$ cat config.mk
export PLATFORM = sky130hd
export DESIGN_NAME = srsw_queue
export DESIGN_NICKNAME = d
export VERILOG_FILES = /design/src/rtl/assert_macros.svh /design/src/rtl/srsw_pkg.sv /design/src/rtl/srsw_queue.sv
export SDC_FILE = /design/constraint.sdc
export NUM_CORES = 1
export LEC_CHECK = 0
export BUFFER_PORTS_ARGS = -buffer_cell sky130_fd_sc_hd__buf_4
export CAP_MARGIN = 10
export CORE_ASPECT_RATIO = 1.2
export CORE_UTILIZATION = 40
export DETAILED_ROUTE_END_ITERATION = 16
export GPL_TIMING_DRIVEN = 0
export PLACE_DENSITY_LB_ADDON = 0.05
export SLEW_MARGIN = 20
export SYNTH_ARGS = -nofsm -noshare
export SYNTH_HDL_FRONTEND = slang
export SYNTH_SLANG_ARGS = --single-unit
$ cat constraint.sdc
create_clock -name aclk -period 8.3 [get_ports aclk]
set_input_delay 2.075 -clock aclk [delete_from_list [all_inputs] [get_ports aclk]]
set_output_delay 2.075 -clock aclk [all_outputs]
set_load 0.02 [all_outputs]
$ cat src/rtl/assert_macros.svh
// Assertion helpers, included by the window engine.
`ifndef ASSERT_MACROS_SVH
`define ASSERT_MACROS_SVH

// Checks a property on every rising clock edge outside reset.
`define ASSERT_PROP(label, clk, rstn, prop, msg) \
    label: assert property (@(posedge clk) disable iff (!rstn) (prop)) else $error(msg);

// Checks that a condition never holds outside reset.
`define ASSERT_NEVER(label, clk, rstn, expr, msg) \
    `ASSERT_PROP(label, clk, rstn, !(expr), msg)

`endif

$ cat src/rtl/srsw_pkg.sv
package srsw_pkg;

    localparam int SEQ_BITS = 4;
    localparam int PAYLOAD_W = 64;
    localparam int DEFAULT_WINDOW = 8;
    localparam int DEFAULT_PAYLOAD_BITS = 64;

    // Conditional subtractions that reduce any sequence number below the smallest window.
    localparam int ACK_MOD_STEPS = (1 << SEQ_BITS) / 2;

    // Stream data widths, padded to whole bytes.
    localparam int S_TDATA_W = ((PAYLOAD_W + SEQ_BITS + 1 + 7) / 8) * 8;
    localparam int M_TDATA_W = ((SEQ_BITS + PAYLOAD_W + 7) / 8) * 8;
    localparam int M_PAD_W = M_TDATA_W - SEQ_BITS - PAYLOAD_W;

    typedef logic [SEQ_BITS-1:0] seq_t;
    localparam seq_t SEQ_MAX = {SEQ_BITS{1'b1}};

    typedef logic [1:0] kind_t;
    localparam kind_t KIND_SEND = 2'd0;
    localparam kind_t KIND_ACK = 2'd1;
    localparam kind_t KIND_TIMEOUT = 2'd2;

    typedef logic [2:0] status_t;
    localparam status_t STATUS_SENT = 3'd0;
    localparam status_t STATUS_FULL = 3'd1;
    localparam status_t STATUS_ACK_TAKEN = 3'd2;
    localparam status_t STATUS_ACK_BAD = 3'd3;
    localparam status_t STATUS_ACK_OUTSIDE = 3'd4;
    localparam status_t STATUS_RESEND = 3'd5;
    localparam status_t STATUS_EMPTY = 3'd6;

    // One classified command on its way from the front end to the window engine.
    typedef struct packed {
        kind_t                kind;
        logic [PAYLOAD_W-1:0] payload;
        seq_t                 ack_seq;
        seq_t                 ack_res;
        logic                 ack_good;
    } cmd_t;

    // One result item as held in the output register.
    typedef struct packed {
        logic                 valid;
        status_t              status;
        seq_t                 seq;
        logic [PAYLOAD_W-1:0] payload;
        logic                 last;
    } res_t;

endpackage

$ cat src/rtl/srsw_queue.sv
module srsw_queue import srsw_pkg::*; (
    input  logic aclk,
    input  logic aresetn,
    input  logic push,
    input  cmd_t push_cmd,
    input  logic pop,
    output cmd_t head,
    output logic empty,
    output logic full
);

    cmd_t       entries_reg [2];
    logic       wr_ptr_reg;
    logic       rd_ptr_reg;
    logic [1:0] count_reg;
    logic       wr_ptr_next;
    logic       rd_ptr_next;
    logic [1:0] count_next;

    assign empty = (count_reg == 2'd0);
    assign full = (count_reg == 2'd2);
    assign head = entries_reg[rd_ptr_reg];

    always_comb begin
        wr_ptr_next = wr_ptr_reg;
        rd_ptr_next = rd_ptr_reg;
        count_next = count_reg;
        if (push) begin
            wr_ptr_next = !wr_ptr_reg;
        end
        if (pop) begin
            rd_ptr_next = !rd_ptr_reg;
        end
        if (push && !pop) begin
            count_next = count_reg + 2'd1;
        end else if (pop && !push) begin
            count_next = count_reg - 2'd1;
        end
    end

    always_ff @(posedge aclk) begin
        if (!aresetn) begin
            wr_ptr_reg <= 1'b0;
            rd_ptr_reg <= 1'b0;
            count_reg <= 2'd0;
        end else begin
            wr_ptr_reg <= wr_ptr_next;
            rd_ptr_reg <= rd_ptr_next;
            count_reg <= count_next;
        end
    end

    always_ff @(posedge aclk) begin
        if (push) begin
            entries_reg[wr_ptr_reg] <= push_cmd;
        end
    end

endmodule

==> After elaboration in Yosys (flattened, before gate mapping) <==
Memory sizes are Yosys's and may differ from the RTL's. A register that Yosys moved wholly into a read port is not among the register bits.
Cells that the tools add are included.
{ "op_classes": {"n_addsub": 2, "multipliers": 0, "div_mod_pow": 0, "n_lt_le_gt_ge": 0, "n_eq_ne": 1, "n_shift": 0, "n_mux": 6, "n_bitwise": 0, "n_reduce_logical": 8} }
{ "op_table": {"columns": ["operator", "count"], "rows": [
  ["1-bit logical NOT", 4],
  ["1-bit two-way mux", 4],
  ["2-bit two-way mux", 2],
  ["2-bit by 1-bit adder with 2-bit output (second input constant)", 1],
  ["2-bit == test (second input constant)", 1],
  ["1-bit logical AND", 2],
  ["2-bit logical NOT", 1],
  ["2-bit nonzero test", 1],
  ["2-bit by 1-bit subtractor with 2-bit output (second input constant)", 1]
]} }
{ "totals": {"ff_bits": 4, "latch_bits": 0, "ram_bits": 150, "rom_bits": 0, "in_bits": 79, "wordCells": 21, "n_memories": 1} }
{ "mem_list": {"columns": ["memory", "words", "word_bits", "rd", "rd_ports_with_merged_regs", "write_ports", "line_no", "source"], "rows": [
  ["entries_reg", 2, 75, 1, 1, 1, "srsw_queue.sv:12", "cmd_t entries_reg [2];"]
]} }

==> Depth between registers and ports, before layout <==
{ "logic_depth": {"depth_word": 4, "ltp_mapped": 5} }

==> Least setup slack after synthesis <==
Ideal clock, no wire load.
{ "synth_path": {"path_type": "in2reg", "startpoint": "input port push", "endpoint": "memory entries_reg[0][0] (netlist name), enable pin", "setup_ps": 518, "arrival_ps": 5390, "required_ps": 7782, "slack_ps": 2391, "path_stages": 1, "n_path_buf": 0, "path_cell_list": "nor2b_1"} }
{ "synth_between": {"elab_chain_cells": 2} }
{ "synth_lines": {"columns": ["element", "line_no", "source"], "rows": [
  ["start, declared", "srsw_queue.sv:4", "input logic push,"],
  ["1-bit two-way mux", "srsw_queue.sv:54", "if (push) begin"],
  ["1-bit two-way mux (implied by the code)", "srsw_queue.sv:55", "entries_reg[wr_ptr_reg] <= push_cmd;"],
  ["end, declared", "srsw_queue.sv:12", null]
]} }
No other way between the ends.

==> flow_metrics.py <==
metrics = {
    "run_status": {
        "status": "complete, no violations",
    },
    "layout": {
        "largest_register_ffs": 150,
        "fillers": 1145,
        "fin_area_mm2": 0.00775,
        "instances_no_fill": 615,
        "area_delta_synth_final_pct": 37.4,
        "drive_gt1_share_pct": 61.5,
        "fin_nets": 513,
        "n_antenna_cell": 0,
    },
    "critical_path": {
        "crit_path_cell_trace": "buf_4, buf_6, mux2_2, buf_4",
        "r2r_start": "wr_ptr_reg",
        "cpPeakStageDelay_ps": 350,
        "cp-end-kind": "output port",
        "r2r_slack_ps": 6420,
        "cp_num_buf_inv": 3,
        "crit_required_ps": 6230,
        "critical_path.top_delay_family": "buffers and inverters",
        "critPathLaunchType": "register",
        "r2r_end": "entries_reg[0][22]",
        "slowest_stage": "mux2_2",
        "crit_arrival_ps": 1660,
        "worstRegToRegCells": 4,
        "critPathMaxFanout": 10,
        "critPathKind": "reg2out",
        "cpMostUsedCell": "buf_4",
    },
    "logic_synthesis": {
        "netlist_top_cells_area": "edfxtp_1 80%, mux2_2 15%, dfxtp_1 1.8%",
        "synth_flop_cell": "edfxtp_1",
        "synth_top_family_by_area": "multiplexers",
        "synthTopCellsByCount": "150 x edfxtp_1, 75 x mux2_2, 5 x buf_6, 5 x dfxtp_1, 4 x and2_1",
        "synth_compound_area_share_pct": 0.355,
        "synth_fa_ha_area_share_pct": 0.222,
        "synth-xor-area-share_pct": 0.466,
        "synth_seq_cells": 155,
        "ys_async_sr_fraction_pct": 0,
        "synth.most_common_cell": "edfxtp_1",
        "synth_edf_count": 150,
        "synth.yosys.seq_area_share_pct": 81.6,
        "syn_area_mm2": 0.00564,
        "ys_types": 18,
        "synth_cells": 255,
        "avgSynthCellArea_um2": 22.1,
        "synthSimpleGateAreaFrac_pct": 0.998,
        "ys_warn_count": 0,
        "synth_nets": 335,
        "synth.largest_area_cell": "edfxtp_1",
        "synth_top_area_share_pct": 79.8,
        "yosys-mux-area-fraction_pct": 15.0,
    },
    "global_route": {
        "grt_pass1_vias": 3131,
        "antenna_found_initial": 0,
        "grt_overflow": 0,
        "grt_pass1_wl_um": 15900,
        "grtUsageTotal_pct": 14.6,
        "grt_max_degree": 42,
    },
    "power_and_ir_drop": {
        "pwr-share-comb_pct": 12.5,
        "peakVddDrop_mv": 0.132,
        "p_leak_nw": 2.93,
        "powerDensity_mw_per_mm2": 256,
        "power_frac_clock_pct": 41.5,
        "netSwitchingFraction_pct": 21.3,
        "p_int_w": 0.00156,
        "totalPowerFinal_w": 0.00198,
        "p_seq_share_pct": 46.0,
        "p_switching_w": 0.000423,
    },
    "sta": {
        "tightest_slew_ps": 733,
        "holdWs_ps": 532,
        "layout_min_cycle_time_ps": 3740,
        "timing.final.hold_violations": 0,
        "fin_tns_setup_ps": 0,
        "fmax_mhz": 268,
        "finClkSkew_ps": 6.42,
        "drv_slew": 0,
        "setup_viol": 0,
        "period_share_pct": 45.0,
        "rsz0062_at_grt": "no",
        "max_slew_margin_pct": 51.0,
    },
    "clock_tree": {
        "cts_max_level": 4,
        "path_clk_slew_ps": 60,
        "cts_root_buf": "clkbuf_16",
        "cts_hold_buffers": 0,
        "cts_tree": "yes",
        "cts_sinks": 155,
        "clock_latency_ps": 410,
        "ctsResizeCount": 0,
        "cts.path.max_buffers": 2,
        "cts_buffers": 17,
        "cts_setup_buffers": 0,
    },
    "route": {
        "ant_nets": 0,
        "initialDrtViolationCount": 90,
        "wire_per_inst_um": 16.5,
        "drt-pass1-iter-count": 4,
        "wl_um": 10100,
        "via_per_inst": 4.70,
        "drc": 0,
        "vias": 2889,
    },
    "die": {
        "num_rows": 47,
        "io_pins": 156,
        "initial_utilization_pct": 41.0,
        "die_area_mm2": 0.0146,
        "die_w_um": 110,
        "die_y_um": 132,
        "coreArea_mm2": 0.0138,
    },
    "place": {
        "dpl.hpwl_um": 6650,
        "place_inst": 585,
        "io_buffers": 155,
        "gp_congestion": 0.678,
        "dpl-instance-area_mm2": 0.00712,
    },
    "hold_path": {
        "min-delay-start": "count_reg[1]",
        "hold_depth": 2,
        "min_path_type": "reg2reg",
        "hold_end": "count_reg[1]",
    },
    "flow_run": {
        "maxCapViolations": 0,
    },
}
-- through the flow --
stage	utilization, %	setup WS (ps)
3_3_place_gp	51.0	9.53
4_1_cts	56.3	4510
6_report	56.3	4560
3_5_place_dp	51.8	4480
5_1_grt	56.3	4480
2_1_floorplan	-	2390
-- how the worst max path moves through the flow --
stage | start | end | slack (ps) | depth (start not counted)
after global placement | push | entries_reg[0][47] | 10 | 2
after global routing | register | head[18] | 4480 | 4
final | register | head[23] | 4560 | 4
after detailed placement | push | entries_reg[0][52] | 4480 | 5
after floorplan | push | entries_reg[0][0] | 2390 | 1
after CTS | register | head[23] | 4510 | 4
-- cell type report --
type	instances	area [um2]	share of cell area [%]
Inverter	1	3.75	0.0484
Buffer	8	73.8	0.952
Multi-Input combinational cell	91	970	12.5
Clock inverter	11	195	2.52
Sequential cell	155	4600	59.4
Timing Repair Buffer	159	1260	16.2
Tap cell	171	214	2.76
Clock buffer	19	433	5.58
-- logic make-up (layout without fill, tap and decap cells) --
kind of cell / count (synthesis) / in the layout
buffers and inverters: 9 / 198
XOR/XNOR: 3 / 3
flip-flops: 155 / 155
AND/OR/NAND/NOR: 9 / 9
adder cells (fa/ha/maj): 1 / 1
multiplexers: 75 / 75
AO/OA/AOI/OAI: 3 / 3
-- worst min-delay path, stage by stage, from the launching register on --
cell      delay [ps]
dfxtp_1          330
o21ai_0           80
a21boi_1          70
-- metal layers --
metal	GRT usage (%)	vias up	share of wire, %
met4	6.67	0	1.9
met1	14.9	1420	37
met5	0	-	0
met3	5.70	16	6.8
met2	26.1	89	55
li1	-	1364	-
-- power groups by stage --
stage               logic [W]  registers, W  clock network (W)
floorplan            0.000135      0.000931                  0
global placement     0.000242      0.000934                  0
detailed placement   0.000253      0.000930                  0
CTS                  0.000254      0.000913           0.000845
global route         0.000265      0.000917           0.000874
finish               0.000248      0.000913           0.000822
-- placed cells by master (no fill, tap or decap) --
| cell type | netlist | layout |
|---|---|---|
| a21boi_1 | 1 | 1 |
| and2_1 | 4 | 3 |
| and2_4 | 0 | 1 |
| and2b_2 | 1 | 1 |
| buf_12 | 0 | 2 |
| buf_16 | 0 | 2 |
| buf_2 | 2 | 2 |
| buf_4 | 1 | 156 |
| buf_6 | 5 | 5 |
| bufinv_16 | 0 | 5 |
| clkbuf_1 | 0 | 2 |
| clkbuf_16 | 0 | 17 |
| clkinv_2 | 0 | 2 |
| clkinv_4 | 0 | 3 |
| dfxtp_1 | 5 | 5 |
| edfxtp_1 | 150 | 150 |
| ha_1 | 1 | 1 |
| inv_1 | 1 | 1 |
| inv_6 | 0 | 1 |
| mux2_2 | 75 | 75 |
| nor2_1 | 1 | 1 |
| nor2b_1 | 2 | 1 |
| nor2b_4 | 0 | 1 |
| o21a_1 | 1 | 1 |
| o21ai_0 | 1 | 1 |
| or3_1 | 1 | 1 |
| xnor2_1 | 1 | 1 |
| xor2_1 | 2 | 2 |
(Power assumes the default switching activity.)
