## src/rtl/assert_macros.svh

```systemverilog
// Assertion helpers, included by the window engine.
`ifndef ASSERT_MACROS_SVH
`define ASSERT_MACROS_SVH

// Checks a property on every rising clock edge outside reset.
`define ASSERT_PROP(label, clk, rstn, prop, msg) \
    label: assert property (@(posedge clk) disable iff (!rstn) (prop)) else $error(msg);

// Checks that a condition never holds outside reset.
`define ASSERT_NEVER(label, clk, rstn, expr, msg) \
    `ASSERT_PROP(label, clk, rstn, !(expr), msg)

`endif

```

## src/rtl/srsw_pkg.sv

```systemverilog
package srsw_pkg;

    localparam int SEQ_BITS = 4;
    localparam int PAYLOAD_W = 64;
    localparam int DEFAULT_WINDOW = 8;
    localparam int DEFAULT_PAYLOAD_BITS = 64;

    // Conditional subtractions that reduce any sequence number below the smallest window.
    localparam int ACK_MOD_STEPS = (1 << SEQ_BITS) / 2;

    // Stream data widths, padded to whole bytes.
    localparam int S_TDATA_W = ((PAYLOAD_W + SEQ_BITS + 1 + 7) / 8) * 8;
    localparam int M_TDATA_W = ((SEQ_BITS + PAYLOAD_W + 7) / 8) * 8;
    localparam int M_PAD_W = M_TDATA_W - SEQ_BITS - PAYLOAD_W;

    typedef logic [SEQ_BITS-1:0] seq_t;
    localparam seq_t SEQ_MAX = {SEQ_BITS{1'b1}};

    typedef logic [1:0] kind_t;
    localparam kind_t KIND_SEND = 2'd0;
    localparam kind_t KIND_ACK = 2'd1;
    localparam kind_t KIND_TIMEOUT = 2'd2;

    typedef logic [2:0] status_t;
    localparam status_t STATUS_SENT = 3'd0;
    localparam status_t STATUS_FULL = 3'd1;
    localparam status_t STATUS_ACK_TAKEN = 3'd2;
    localparam status_t STATUS_ACK_BAD = 3'd3;
    localparam status_t STATUS_ACK_OUTSIDE = 3'd4;
    localparam status_t STATUS_RESEND = 3'd5;
    localparam status_t STATUS_EMPTY = 3'd6;

    // One classified command on its way from the front end to the window engine.
    typedef struct packed {
        kind_t                kind;
        logic [PAYLOAD_W-1:0] payload;
        seq_t                 ack_seq;
        seq_t                 ack_res;
        logic                 ack_good;
    } cmd_t;

    // One result item as held in the output register.
    typedef struct packed {
        logic                 valid;
        status_t              status;
        seq_t                 seq;
        logic [PAYLOAD_W-1:0] payload;
        logic                 last;
    } res_t;

endpackage

```

## src/rtl/srsw_engine.sv

```systemverilog
`include "assert_macros.svh"

module srsw_engine import srsw_pkg::*; #(
    parameter int WINDOW = DEFAULT_WINDOW,
    parameter int PAYLOAD_BITS = DEFAULT_PAYLOAD_BITS
) (
    input  logic aclk,
    input  logic aresetn,
    input  logic q_empty,
    input  cmd_t q_head,
    output logic q_pop,
    input  logic m_ready,
    output res_t result
);

    localparam int SW = $clog2(WINDOW);

    typedef enum logic [1:0] {
        ST_IDLE,
        ST_SLIDE,
        ST_SCAN
    } state_t;

    state_t            state_reg, state_next;
    logic [WINDOW-1:0] acked_reg, acked_next;
    seq_t              base_reg, base_next;
    seq_t              base_res_reg, base_res_next;
    seq_t              next_reg, next_next;
    seq_t              next_res_reg, next_res_next;
    seq_t              iter_reg, iter_next;
    seq_t              iter_res_reg, iter_res_next;
    logic [SW-1:0]     count_reg, count_next;
    logic              pend_valid_reg, pend_valid_next;
    seq_t              pend_seq_reg, pend_seq_next;
    res_t              out_reg, out_next;

    logic [PAYLOAD_BITS-1:0] payload_store_reg [WINDOW];
    logic [PAYLOAD_BITS-1:0] rd_data_reg;
    logic                    mem_we;
    logic [SW-1:0]           mem_wr_idx;
    logic [PAYLOAD_BITS-1:0] mem_wr_data;
    logic                    mem_rd_en;
    logic [SW-1:0]           mem_rd_idx;

    logic out_free;
    logic in_window;
    logic full;
    int   next_plus;

    // Residue of the following sequence number, restarting at zero past WINDOW - 1 or at a wrap.
    function automatic seq_t res_succ(seq_t s, seq_t r);
        if (s == SEQ_MAX || int'(r) == WINDOW - 1) begin
            return '0;
        end
        return r + seq_t'(1);
    endfunction

    assign result = out_reg;
    assign out_free = !out_reg.valid || m_ready;

    always_comb begin
        next_plus = int'(next_res_reg) + 1;
        if (next_plus == WINDOW) begin
            next_plus = 0;
        end
        full = (next_plus == int'(base_res_reg));
        if (base_res_reg > next_res_reg) begin
            in_window = (q_head.ack_res >= base_res_reg) || (q_head.ack_res < next_res_reg);
        end else begin
            in_window = (q_head.ack_res >= base_res_reg) && (q_head.ack_res < next_res_reg);
        end
    end

    always_comb begin
        state_next = state_reg;
        acked_next = acked_reg;
        base_next = base_reg;
        base_res_next = base_res_reg;
        next_next = next_reg;
        next_res_next = next_res_reg;
        iter_next = iter_reg;
        iter_res_next = iter_res_reg;
        count_next = count_reg;
        pend_valid_next = pend_valid_reg;
        pend_seq_next = pend_seq_reg;
        out_next = out_reg;
        q_pop = 1'b0;
        mem_we = 1'b0;
        mem_wr_idx = SW'(next_res_reg);
        mem_wr_data = PAYLOAD_BITS'(q_head.payload);
        mem_rd_en = 1'b0;
        mem_rd_idx = SW'(iter_res_reg);

        if (out_reg.valid && m_ready) begin
            out_next.valid = 1'b0;
        end

        case (state_reg)
            ST_IDLE: begin
                if (!q_empty && out_free) begin
                    q_pop = 1'b1;
                    out_next.valid = 1'b0;
                    out_next.seq = '0;
                    out_next.payload = '0;
                    out_next.last = 1'b1;
                    case (q_head.kind)
                        KIND_SEND: begin
                            out_next.valid = 1'b1;
                            if (full) begin
                                out_next.status = STATUS_FULL;
                            end else begin
                                mem_we = 1'b1;
                                acked_next[SW'(next_res_reg)] = 1'b0;
                                out_next.status = STATUS_SENT;
                                out_next.seq = next_reg;
                                out_next.payload = q_head.payload;
                                next_next = next_reg + seq_t'(1);
                                next_res_next = res_succ(next_reg, next_res_reg);
                            end
                        end
                        KIND_ACK: begin
                            out_next.valid = 1'b1;
                            out_next.seq = q_head.ack_seq;
                            if (!q_head.ack_good) begin
                                out_next.status = STATUS_ACK_BAD;
                            end else if (!in_window) begin
                                out_next.status = STATUS_ACK_OUTSIDE;
                            end else begin
                                acked_next[SW'(q_head.ack_res)] = 1'b1;
                                out_next.status = STATUS_ACK_TAKEN;
                                state_next = ST_SLIDE;
                            end
                        end
                        KIND_TIMEOUT: begin
                            iter_next = base_reg;
                            iter_res_next = base_res_reg;
                            count_next = '0;
                            pend_valid_next = 1'b0;
                            state_next = ST_SCAN;
                        end
                        default: begin
                        end
                    endcase
                end
            end
            ST_SLIDE: begin
                if (acked_reg[SW'(base_res_reg)] && base_reg != next_reg) begin
                    base_next = base_reg + seq_t'(1);
                    base_res_next = res_succ(base_reg, base_res_reg);
                end else begin
                    state_next = ST_IDLE;
                end
            end
            ST_SCAN: begin
                if (iter_reg == next_reg || int'(count_reg) == WINDOW - 1) begin
                    // The held resend is the final one; an empty pass reports a status.
                    if (out_free) begin
                        out_next.valid = 1'b1;
                        out_next.last = 1'b1;
                        if (pend_valid_reg) begin
                            out_next.status = STATUS_RESEND;
                            out_next.seq = pend_seq_reg;
                            out_next.payload = PAYLOAD_W'(rd_data_reg);
                        end else begin
                            out_next.status = STATUS_EMPTY;
                            out_next.seq = '0;
                            out_next.payload = '0;
                        end
                        pend_valid_next = 1'b0;
                        state_next = ST_IDLE;
                    end
                end else if (acked_reg[SW'(iter_res_reg)]) begin
                    iter_next = iter_reg + seq_t'(1);
                    iter_res_next = res_succ(iter_reg, iter_res_reg);
                end else if (!pend_valid_reg || out_free) begin
                    // A resend is held back until the next one is found, so its last flag is known.
                    if (pend_valid_reg) begin
                        out_next.valid = 1'b1;
                        out_next.status = STATUS_RESEND;
                        out_next.seq = pend_seq_reg;
                        out_next.payload = PAYLOAD_W'(rd_data_reg);
                        out_next.last = 1'b0;
                    end
                    pend_valid_next = 1'b1;
                    pend_seq_next = iter_reg;
                    mem_rd_en = 1'b1;
                    count_next = count_reg + SW'(1);
                    iter_next = iter_reg + seq_t'(1);
                    iter_res_next = res_succ(iter_reg, iter_res_reg);
                end
            end
            default: begin
                state_next = ST_IDLE;
            end
        endcase
    end

    always_ff @(posedge aclk) begin
        if (!aresetn) begin
            state_reg <= ST_IDLE;
            acked_reg <= '0;
            base_reg <= '0;
            base_res_reg <= '0;
            next_reg <= '0;
            next_res_reg <= '0;
            iter_reg <= '0;
            iter_res_reg <= '0;
            count_reg <= '0;
            pend_valid_reg <= 1'b0;
            pend_seq_reg <= '0;
            out_reg <= '0;
        end else begin
            state_reg <= state_next;
            acked_reg <= acked_next;
            base_reg <= base_next;
            base_res_reg <= base_res_next;
            next_reg <= next_next;
            next_res_reg <= next_res_next;
            iter_reg <= iter_next;
            iter_res_reg <= iter_res_next;
            count_reg <= count_next;
            pend_valid_reg <= pend_valid_next;
            pend_seq_reg <= pend_seq_next;
            out_reg <= out_next;
        end
    end

    always_ff @(posedge aclk) begin
        if (mem_we) begin
            payload_store_reg[mem_wr_idx] <= mem_wr_data;
        end
        if (mem_rd_en) begin
            rd_data_reg <= payload_store_reg[mem_rd_idx];
        end
    end

    `ASSERT_NEVER(a_next_res_range, aclk, aresetn, int'(next_res_reg) >= WINDOW, "next slot out of range")
    `ASSERT_PROP(a_slide_stops, aclk, aresetn, (state_reg == ST_SLIDE && base_reg == next_reg) |=> (state_reg == ST_IDLE), "base slid past next sequence")
    `ASSERT_NEVER(a_resend_cap, aclk, aresetn, int'(count_reg) > WINDOW - 1, "resend count above cap")
    `ASSERT_NEVER(a_pend_in_scan, aclk, aresetn, pend_valid_reg && state_reg != ST_SCAN, "held resend outside scan")

endmodule

```

## config.mk

```make
export PLATFORM = sky130hd
export DESIGN_NAME = srsw_engine
export DESIGN_NICKNAME = d
export VERILOG_FILES = /design/src/rtl/srsw_pkg.sv /design/src/rtl/srsw_engine.sv
export VERILOG_INCLUDE_DIRS = /design/src /design/src/rtl
export SDC_FILE = /design/constraint.sdc
export NUM_CORES = 1
export LEC_CHECK = 0
export ABC_AREA = 0
export BUFFER_PORTS_ARGS = -buffer_cell sky130_fd_sc_hd__buf_2
export CORE_ASPECT_RATIO = 0.5
export CORE_UTILIZATION = 45
export CTS_BUF_LIST = sky130_fd_sc_hd__clkbuf_16
export CTS_CLUSTER_SIZE = 14
export DETAILED_ROUTE_END_ITERATION = 7
export HOLD_SLACK_MARGIN = 0.05
export PLACE_DENSITY = 0.65
export SYNTH_ARGS = -nofsm -noshare
export SYNTH_HDL_FRONTEND = slang
export SYNTH_SLANG_ARGS = --single-unit
```

## constraint.sdc

```tcl
create_clock -name aclk -period 8.4 [get_ports aclk]
set_input_delay 0.42 -clock aclk [delete_from_list [all_inputs] [get_ports aclk]]
set_output_delay 0.42 -clock aclk [all_outputs]
set_load 0.005 [all_outputs]
```

### After elaboration in Yosys (flattened, before gate mapping)

Memories as Yosys holds them, arrays and structs flattened. A register that Yosys moved wholly into a read port is not among the register bits.
Cells that the tools add are included.
Widths: inputs -> output; s select.

| storage, ports and cells | value |
|---|---|
| word-level logic and storage cells | 202 |
| memories | 1 |
| input bits | 79 |
| bits in writable memories | 512 |
| register bits after elaboration | 115 |

Memories:

| memory | depth | width | rd ports | clocked after memory_dff | wr ports | RTL line | RTL |
|---|---|---|---|---|---|---|---|
| payload_store_reg | 8 | 64 | 1 | 1 | 1 | srsw_engine.sv:37 | `logic [PAYLOAD_BITS-1:0] payload_store_reg [WINDOW];` |

| cells by class | value |
|---|---|
| mux-type cells | 97 |
| add/sub/neg operators | 8 |
| eq/ne operators | 35 |
| magnitude comparators | 9 |
| bitwise logic cells | 6 |
| reduce and logical (&&, ||, !) cells | 30 |

Operators with widths:

| kind | count |
|---|---|
| $mux 73 | 6 |
| $pmux 73 s2 | 1 |
| $mux 70 | 1 |
| $mux 4 | 17 |
| $mux 68 | 1 |
| $mux 64 | 1 |
| $mux 1 | 41 |
| $eq 32x5->1 | 1 |
| $pmux 8 s2 | 2 |
| $add 4x1->4 const B | 6 |
| $eq 4x4->1 const B | 6 |
| $mux 8 | 3 |
| $reduce_and 6->1 | 4 |
| $mux 3 | 7 |
| $ne 3x3->1 const B | 7 |
| $ne 2x2->1 const B | 10 |
| $lt 3x4->1 const B | 4 |
| $pmux 4 s2 | 2 |
| $reduce_and 7->1 | 2 |
| $mux 2 | 6 |
| $and 8x8->8 | 1 |
| $not 8->8 | 1 |
| $or 8x8->8 | 1 |
| $reduce_and 4->1 | 2 |
| other kinds (29) | 52 |

### Depth between registers and ports, before layout

Gate-level depths: netlist (run 1).

| depth | value |
|---|---|
| word-level depth | 12 |
| depth in mapped cells | 10 |
| gate-level depth less buffers | 8 |

### Worst setup path before layout (run 1)

OpenSTA, ideal clock, no wires.

| timing | value |
|---|---|
| path kind | flip-flop to flip-flop |
| from | register next_res_reg[1] |
| to | memory payload_store_reg[0][0] (netlist name), enable pin |
| path buffers | 1 |
| required time | 7.752 ns |
| path slack | 0.106 ns |
| setup time | 0.648 ns |
| arrival | 7.647 ns |
| stages on the path, launching flop included | 8 |
| path through | dfxtp_1 -> ha_1 -> nand3b_1 -> o21ai_0 -> xnor2_1 -> o31ai_2 -> clkbuf_1 -> nor4_1 |

| between the ends | value |
|---|---|
| word-level cells in the longest chain between the ends | 10 |

RTL lines:

| item | RTL line | RTL |
|---|---|---|
| start, declared | srsw_engine.sv:29 | `seq_t next_res_reg, next_res_next;` |
| start signal, assigned | srsw_engine.sv:218 | `next_res_reg <= next_res_next;` |
| $add 4x1->5 | srsw_engine.sv:62 | `next_plus = int'(next_res_reg) + 1;` |
| $eq 5x4->1 | srsw_engine.sv:63 | `if (next_plus == WINDOW) begin` |
| $mux 5 | srsw_engine.sv:63 |  |
| $eq 32x5->1 | srsw_engine.sv:66 | `full = (next_plus == int'(base_res_reg));` |
| $mux 1 | srsw_engine.sv:109 | `if (full) begin` |
| $mux 1 | srsw_engine.sv:106 | `case (q_head.kind)` |
| $mux 1 | srsw_engine.sv:100 | `if (!q_empty && out_free) begin` |
| $mux 1 | srsw_engine.sv:98 | `case (state_reg)` |
| $mux 1 | srsw_engine.sv:229 | `if (mem_we) begin` |
| $mux 1 (not written as such) | srsw_engine.sv:230 | `payload_store_reg[mem_wr_idx] <= mem_wr_data;` |
| end, declared | srsw_engine.sv:37 |  |

Parallel ways exist; a longest one is shown, timed or not.

### Worst setup path after layout (run 1)

| timing | value |
|---|---|
| from | register next_res_reg[0] |
| to | register out_reg (netlist bit result[33]) |

| between the ends | value |
|---|---|
| word-level cells in the longest chain between the ends | 8 |

RTL lines:

| item | RTL line | RTL |
|---|---|---|
| $add 4x1->5 (*) | srsw_engine.sv:62 |  |
| $eq 5x4->1 | srsw_engine.sv:63 |  |
| $mux 5 (*) | srsw_engine.sv:63 |  |
| $eq 32x5->1 (*) | srsw_engine.sv:66 |  |
| $mux 68 (*) | srsw_engine.sv:109 |  |
| $mux 64 (*) | srsw_engine.sv:106 |  |
| $mux 73 (*) | srsw_engine.sv:100 |  |
| $pmux 73 s2 (*) | srsw_engine.sv:98 |  |
| end signal, assigned | srsw_engine.sv:224 | `out_reg <= out_next;` |
| end, declared | srsw_engine.sv:35 | `res_t out_reg, out_next;` |

Mark *: on every way between the ends. The rest lies on a longest branch, timed or not. The select of a mux whose other input is x is not followed.
A chain may end at the register's enable or synchronous reset.

==> qor.yml, run 1 <==
via_count: 13600
cts.sinks: 691
tightest_slew_ps: 1270
syn_nets: 1490
dp_slack_ps: 4530
ys_warn_count: 0
syn_area_per_cell_sq_um: 19.1
synth_edf_count: 576
io_pins: 153
die_y_um: 174
areaGrowthSynthToFinish_pct: 12.9
clock_latency_ps: 610
antennaDiodeCount: 0
layout-drive-gt1-share_pct: 29.1
min_period_over_period_pct: 46.0
ff_latch_area_sq_mm: 0.0196
cts-root-buf: "clkbuf_16"
grt.total_usage_pct: 18.9
drc: 0
maxSlewViolCount: 0
multi_input_area_sq_mm: 0.00667
setup_viol: 0
syn_inst: 1392
std_cell_rows: 62
dp_hpwl_um: 30900
antenna_found_initial: 2
critPathArrivalTime_ps: 4350
tns_ps: 0
viasPerCell: 5.74
rrSetupSlack_ps: 4540
async_flop_share_pct: 0
synth.cell_area_sq_mm: 0.0266
yosys.area.top_type_share_pct: 65.0
cp-end-kind: "flip-flop"
hold_path.class: "input port to flip-flop"
num-fill-cells: 4558
grt_pass1_vias: 14400
synth_seq_cells: 691
grt_overflow: 0
portBuffers: 152
start_kind: "flip-flop"
path_class: "flip-flop to flip-flop"
crit_required_ps: 8890
finalHoldViolations: 0
yosys_most_used_dff: "edfxtp_1"
fin_ws_ps: 4540
cts_tree: "done"
rsz0062_at_grt: "no"
ir_worst_vdd_v: 0.000157
largest_register_ffs: 512
ys_top_cells_by_area: "edfxtp_1 (65%), mux4_2 (11%), dfxtp_1 (8.7%)"
ys_seq_area_share_pct: 73.7
nets: 1650
dr.pass1.iters: 5
cts_hold_buf: 0
max_slew_margin_pct: 15.1
die_area_sq_mm: 0.0602
grt_max_degree: 72
status: "completed"
leakage_uw: 0.00996
skew_ps: 21.7
power_density_mw_per_mm2: 218
routed_wl_um: 56600
ctsResizeCount: 0
maxCapViolations: 0
cp_max_fo: 36
initial_core_util_pct: 46.0
antenna_left: 0
place_congestion: 0.832
synthMostInstantiatedCell: "edfxtp_1"
wl_per_cell_um: 23.9
die_x_um: 346
core_sq_mm: 0.0579
clock_path_buffers: 3
numCtsBuffers: 60
cts_setup_buffers: 0
path_clk_slew_ps: 70
final.min_clock_period_ps: 3860
ys_types: 59
fmax_ghz: 0.259
grt_first_pass_wirelength_um: 87900
yosysTopAreaCell: "edfxtp_1"
ctsHtreeMaxLevel: 2
synthTopCellsByCount: "edfxtp_1 (576), mux4_2 (132), dfxtp_1 (115)"
drt_iter0_drc: 1268
## kinds of logic after synthesis
group	after synthesis	share of synthesized area, %
AO/OA/AOI/OAI	156	4.77
XOR/XNOR	16	0.527
adder cells (fa/ha/maj)	20	0.931
buffers and inverters	96	1.56
flip-flops	691	73.7
multiplexers	207	14.4
AND/OR/NAND/NOR	206	4.21
## metal layers
layer | global-route usage [%] | wire, um | vias to the layer above
li1 | - | - | 6001
met1 | 25.8 | 24700 | 7156
met2 | 32.3 | 28500 | 349
met3 | 2.86 | 2530 | 95
met4 | 4.41 | 917 | 4
met5 | 0 | 27 | -
## critical path, cell delays in order (launching register included)
cell and delay [ps]:
dfxtp_1 530, ha_1 350, nand3b_1 160, o21ai_0 240, xnor2_1 160, o31ai_4 1040
nor2_4 430, buf_4 450, a221o_1 370
## cell usage in the layout, fill, tap and decap left out, types with 3 or more instances in the layout
cell	count
buf_4	24
nand4_1	7
mux2i_1	8
nor3_2	5
dfxtp_4	3
nor2b_1	8
nor2_1	24
clkinv_1	14
xor2_1	7
nand2b_1	4
a21oi_1	20
o21ai_0	21
a31oi_1	3
xnor2_1	9
o22ai_1	10
a221o_1	67
nand2_1	32
nor3_1	11
clkinv_2	3
inv_1	47
nand3_1	20
or3_1	4
clkbuf_16	61
and3_1	4
mux4_2	132
a21o_1	4
ha_1	19
nand3b_1	3
o32ai_1	4
buf_2	152
o21a_1	3
mux2_2	66
a32o_1	3
dfxtp_1	112
and2_1	68
edfxtp_1	576
## layout make-up
class / count / area share (%)
timing repair buffer: 176 / 3.13
sequential: 691 / 65.3
tap: 768 / 3.20
multi-input combinational: 605 / 22.2
clock inverter: 52 / 0.916
inverter: 18 / 0.225
clock buffer: 61 / 5.08
## report_power, final
group / switching [uW] / internal, uW / total, uW
combinational: 145 / 96.9 / 242
clock: 1190 / 1370 / 2560
sequential: 16.8 / 3740 / 3750
## final timing paths
check / startpoint / end / depth (start not counted)
max reg2reg: next_res_reg[0]$_SDFFE_PN0P_ / result[33]$_SDFFE_PN0P_ / 8
min: q_head[48] / payload_store_reg[3][39]$_DFFE_PP_ / 1
max: next_res_reg[0]$_SDFFE_PN0P_ / result[33]$_SDFFE_PN0P_ / 8
min reg2reg: count_reg[1]$_SDFFE_PN0P_ / count_reg[1]$_SDFFE_PN0P_ / 2
## through the flow
stage               std cells  total power, uW  area [sq um]  utilization (%)  hold slack [ps]
detailed placement       2258             4070         28200             48.8              466
finish                   2371             6550         30100             51.9              103
floorplan                1392             3960         26600                -              440
CTS                      2371             6610         30100             51.9             71.0
global placement         2258             4060         28200             48.8              460
global route             2371             6760         30100             51.9             84.8
Note: power is estimated with default switching activity, not from simulation.
==> run 2: changes to the inputs <==
--- a/config.mk
+++ b/config.mk
@@ -14,7 +14,7 @@
 export CTS_CLUSTER_SIZE = 14
 export DETAILED_ROUTE_END_ITERATION = 7
 export HOLD_SLACK_MARGIN = 0.05
-export PLACE_DENSITY = 0.65
+export PLACE_DENSITY = 0.63
 export SYNTH_ARGS = -nofsm -noshare
 export SYNTH_HDL_FRONTEND = slang
 export SYNTH_SLANG_ARGS = --single-unit
==> constraint.sdc (replaced) <==
create_clock -name aclk -period 3.7 [get_ports aclk]
set_input_delay 0.185 -clock aclk [delete_from_list [all_inputs] [get_ports aclk]]
set_output_delay 0.185 -clock aclk [all_outputs]
set_load 0.005 [all_outputs]
==> run 2 against run 1 <==
Clock power up 130%. Sequential cell count unchanged. Critical endpoint is now acked_reg[6]$_SDFFE_PN0P_. Largest power group unchanged. Highest routed layer is now met4. Sequential share of layout area down 2.4 points.
==> qor.yml, run 2 (same netlist as run 1, synthesis figures left out) <==
nets: 1739  # +5.4%
via_count: 14100  # +3.3%
initial_core_util_pct: 46.0  # unchanged
total_power_uw: 15000  # +130%
antenna_left: 0  # unchanged
clock_latency_ps: 600  # about the same
routed_wl_um: 57800  # +2.2%
start_kind: "flip-flop"
layout_commonest_cell: "edfxtp_1"
cts-root-buf: "clkbuf_16"
grt_pass1_vias: 14800  # +2.6%
fmax_ghz: 0.294  # +14%
grt_max_degree: 132  # +83%
wl_per_cell_um: 23.5  # -1.5%
core_sq_mm: 0.0579  # unchanged
cp_max_fo: 9  # -75%
cp_slowest_cell: "dfxtp_1"
layout-drive-gt1-share_pct: 28.4  # -0.70 points
final.min_clock_period_ps: 3400  # -463 ps
hold_path.class: "input port to flip-flop"
maxSlewViolCount: 0  # unchanged
clock_path_buffers: 3  # unchanged
areaGrowthSynthToFinish_pct: 17.2
ctsHtreeMaxLevel: 2  # unchanged
path_cells: "inv_1, ha_1, nor3_1, a211oi_1, maj3_1, or3_1, o22ai_1, dlygate4sd3_1"
ctsResizeCount: 0  # unchanged
dp_slack_ps: 695  # -3840 ps
skew_ps: 20.0  # -1.69 ps
cp-end-kind: "flip-flop"
critPathArrivalTime_ps: 3940  # -410 ps
setup_viol: 0  # unchanged
tightest_slew_ps: 928  # -342 ps
io_pins: 153  # unchanged
rsz0062_at_grt: "no"
cts.sinks: 691  # unchanged
crit_required_ps: 4250  # -4640 ps
largest_register_ffs: 512  # unchanged
dr.pass1.iters: 8  # +3
leakage_uw: 0.0104  # +4.6%
final_core_util_pct: 53.9  # +2.0 points
ir_worst_vdd_v: 0.000407  # +160%
min_period_over_period_pct: 91.8  # +46 points
power_density_mw_per_mm2: 480  # +120%
portBuffers: 152  # unchanged
status: "completed"
antennaDiodeCount: 0  # unchanged
cts_tree: "done"
grt.total_usage_pct: 19.3  # +0.37 points
fin_ws_ps: 302  # -4240 ps
die_x_um: 346  # unchanged
grt_overflow: 0  # unchanged
drt_iter0_drc: 1288  # +1.6%
path_clk_slew_ps: 70  # about the same
finalHoldViolations: 0  # unchanged
dp_hpwl_um: 31800  # +3.1%
final_cell_mix: "edfxtp_1 (576), buf_2 (152), mux4_2 (132)"
numCtsBuffers: 60  # unchanged
viasPerCell: 5.71  # -0.43%
drc: 0  # unchanged
die_area_sq_mm: 0.0602  # unchanged
grt_first_pass_wirelength_um: 89100  # +1.3%
place_congestion: 0.848  # +1.9%
die_y_um: 174  # unchanged
path_class: "flip-flop to flip-flop"
max_slew_margin_pct: 38.1  # +23 points
critPathMaxStageDelay_ps: 690  # -350 ps
antenna_found_initial: 0  # -2
num-fill-cells: 4494  # -1.4%
maxCapViolations: 0  # unchanged
std_cell_rows: 62  # unchanged
[run 2: final cells by class]
type	count	area [sq um]	area share (%)
clock buffers	61	1530	4.90
clock inverters	52	273	0.875
inverters	18	67.6	0.217
multi-input cells	605	6730	21.6
flip-flops and latches	691	19600	62.9
well taps	768	961	3.08
repair buffers	265	2010	6.44
[run 2: final timing paths]
check | cells past startpoint | slack (ps) | startpoint | endpoint
max | 8 | 300 | next_res_reg[2]$_SDFFE_PN0P_ | acked_reg[6]$_SDFFE_PN0P_
min | 3 | 90 | aresetn | iter_res_reg[2]$_SDFFE_PN0P_
max reg2reg | 8 | 300 | next_res_reg[2]$_SDFFE_PN0P_ | acked_reg[6]$_SDFFE_PN0P_
min reg2reg | 2 | 470 | count_reg[2]$_SDFFE_PN0P_ | count_reg[2]$_SDFFE_PN0P_
[run 2: timing repair]
item,in CTS,in global routing
endpoints found under the setup margin,0,0
hold endpoints to repair,594,0
buffers inserted,0,0
hold buffers,79,0
[run 2: per-stage QoR]
step	hold WS (ps)	std cells	TNS [ps]	area [sq um]
after floorplan	284	1392	-33490	26700
after global placement	450	2268	0	28600
after detailed placement	466	2268	0	28600
after CTS	57.9	2460	0	31200
after global routing	89.6	2460	0	31200
final	85.5	2460	0	31200
[run 2: layer usage]
metal / track usage, % / vias up / part of all wire [%]
met1: 26.2 / 7432 / 43
li1: - / 6174 / -
met5: 0 / - / 0
met3: 2.81 / 81 / 4.5
met4: 4.39 / 0 / 1.8
met2: 33.1 / 368 / 51
[run 2: power breakdown]
part | internal (uW) | total [uW] | switching, uW
registers | 8480 | 8510 | 32.2
logic | 285 | 636 | 351
clock network | 3110 | 5810 | 2700
[run 2: critical path, delay by kind of cell, from the launching register on]
kind,cells,cell delay (ps)
buffers and inverters,2,910
adders and majority gates,2,780
and+or+nand+nor,2,710
DFF,1,690
AOI/OAI and AO/OA,2,250
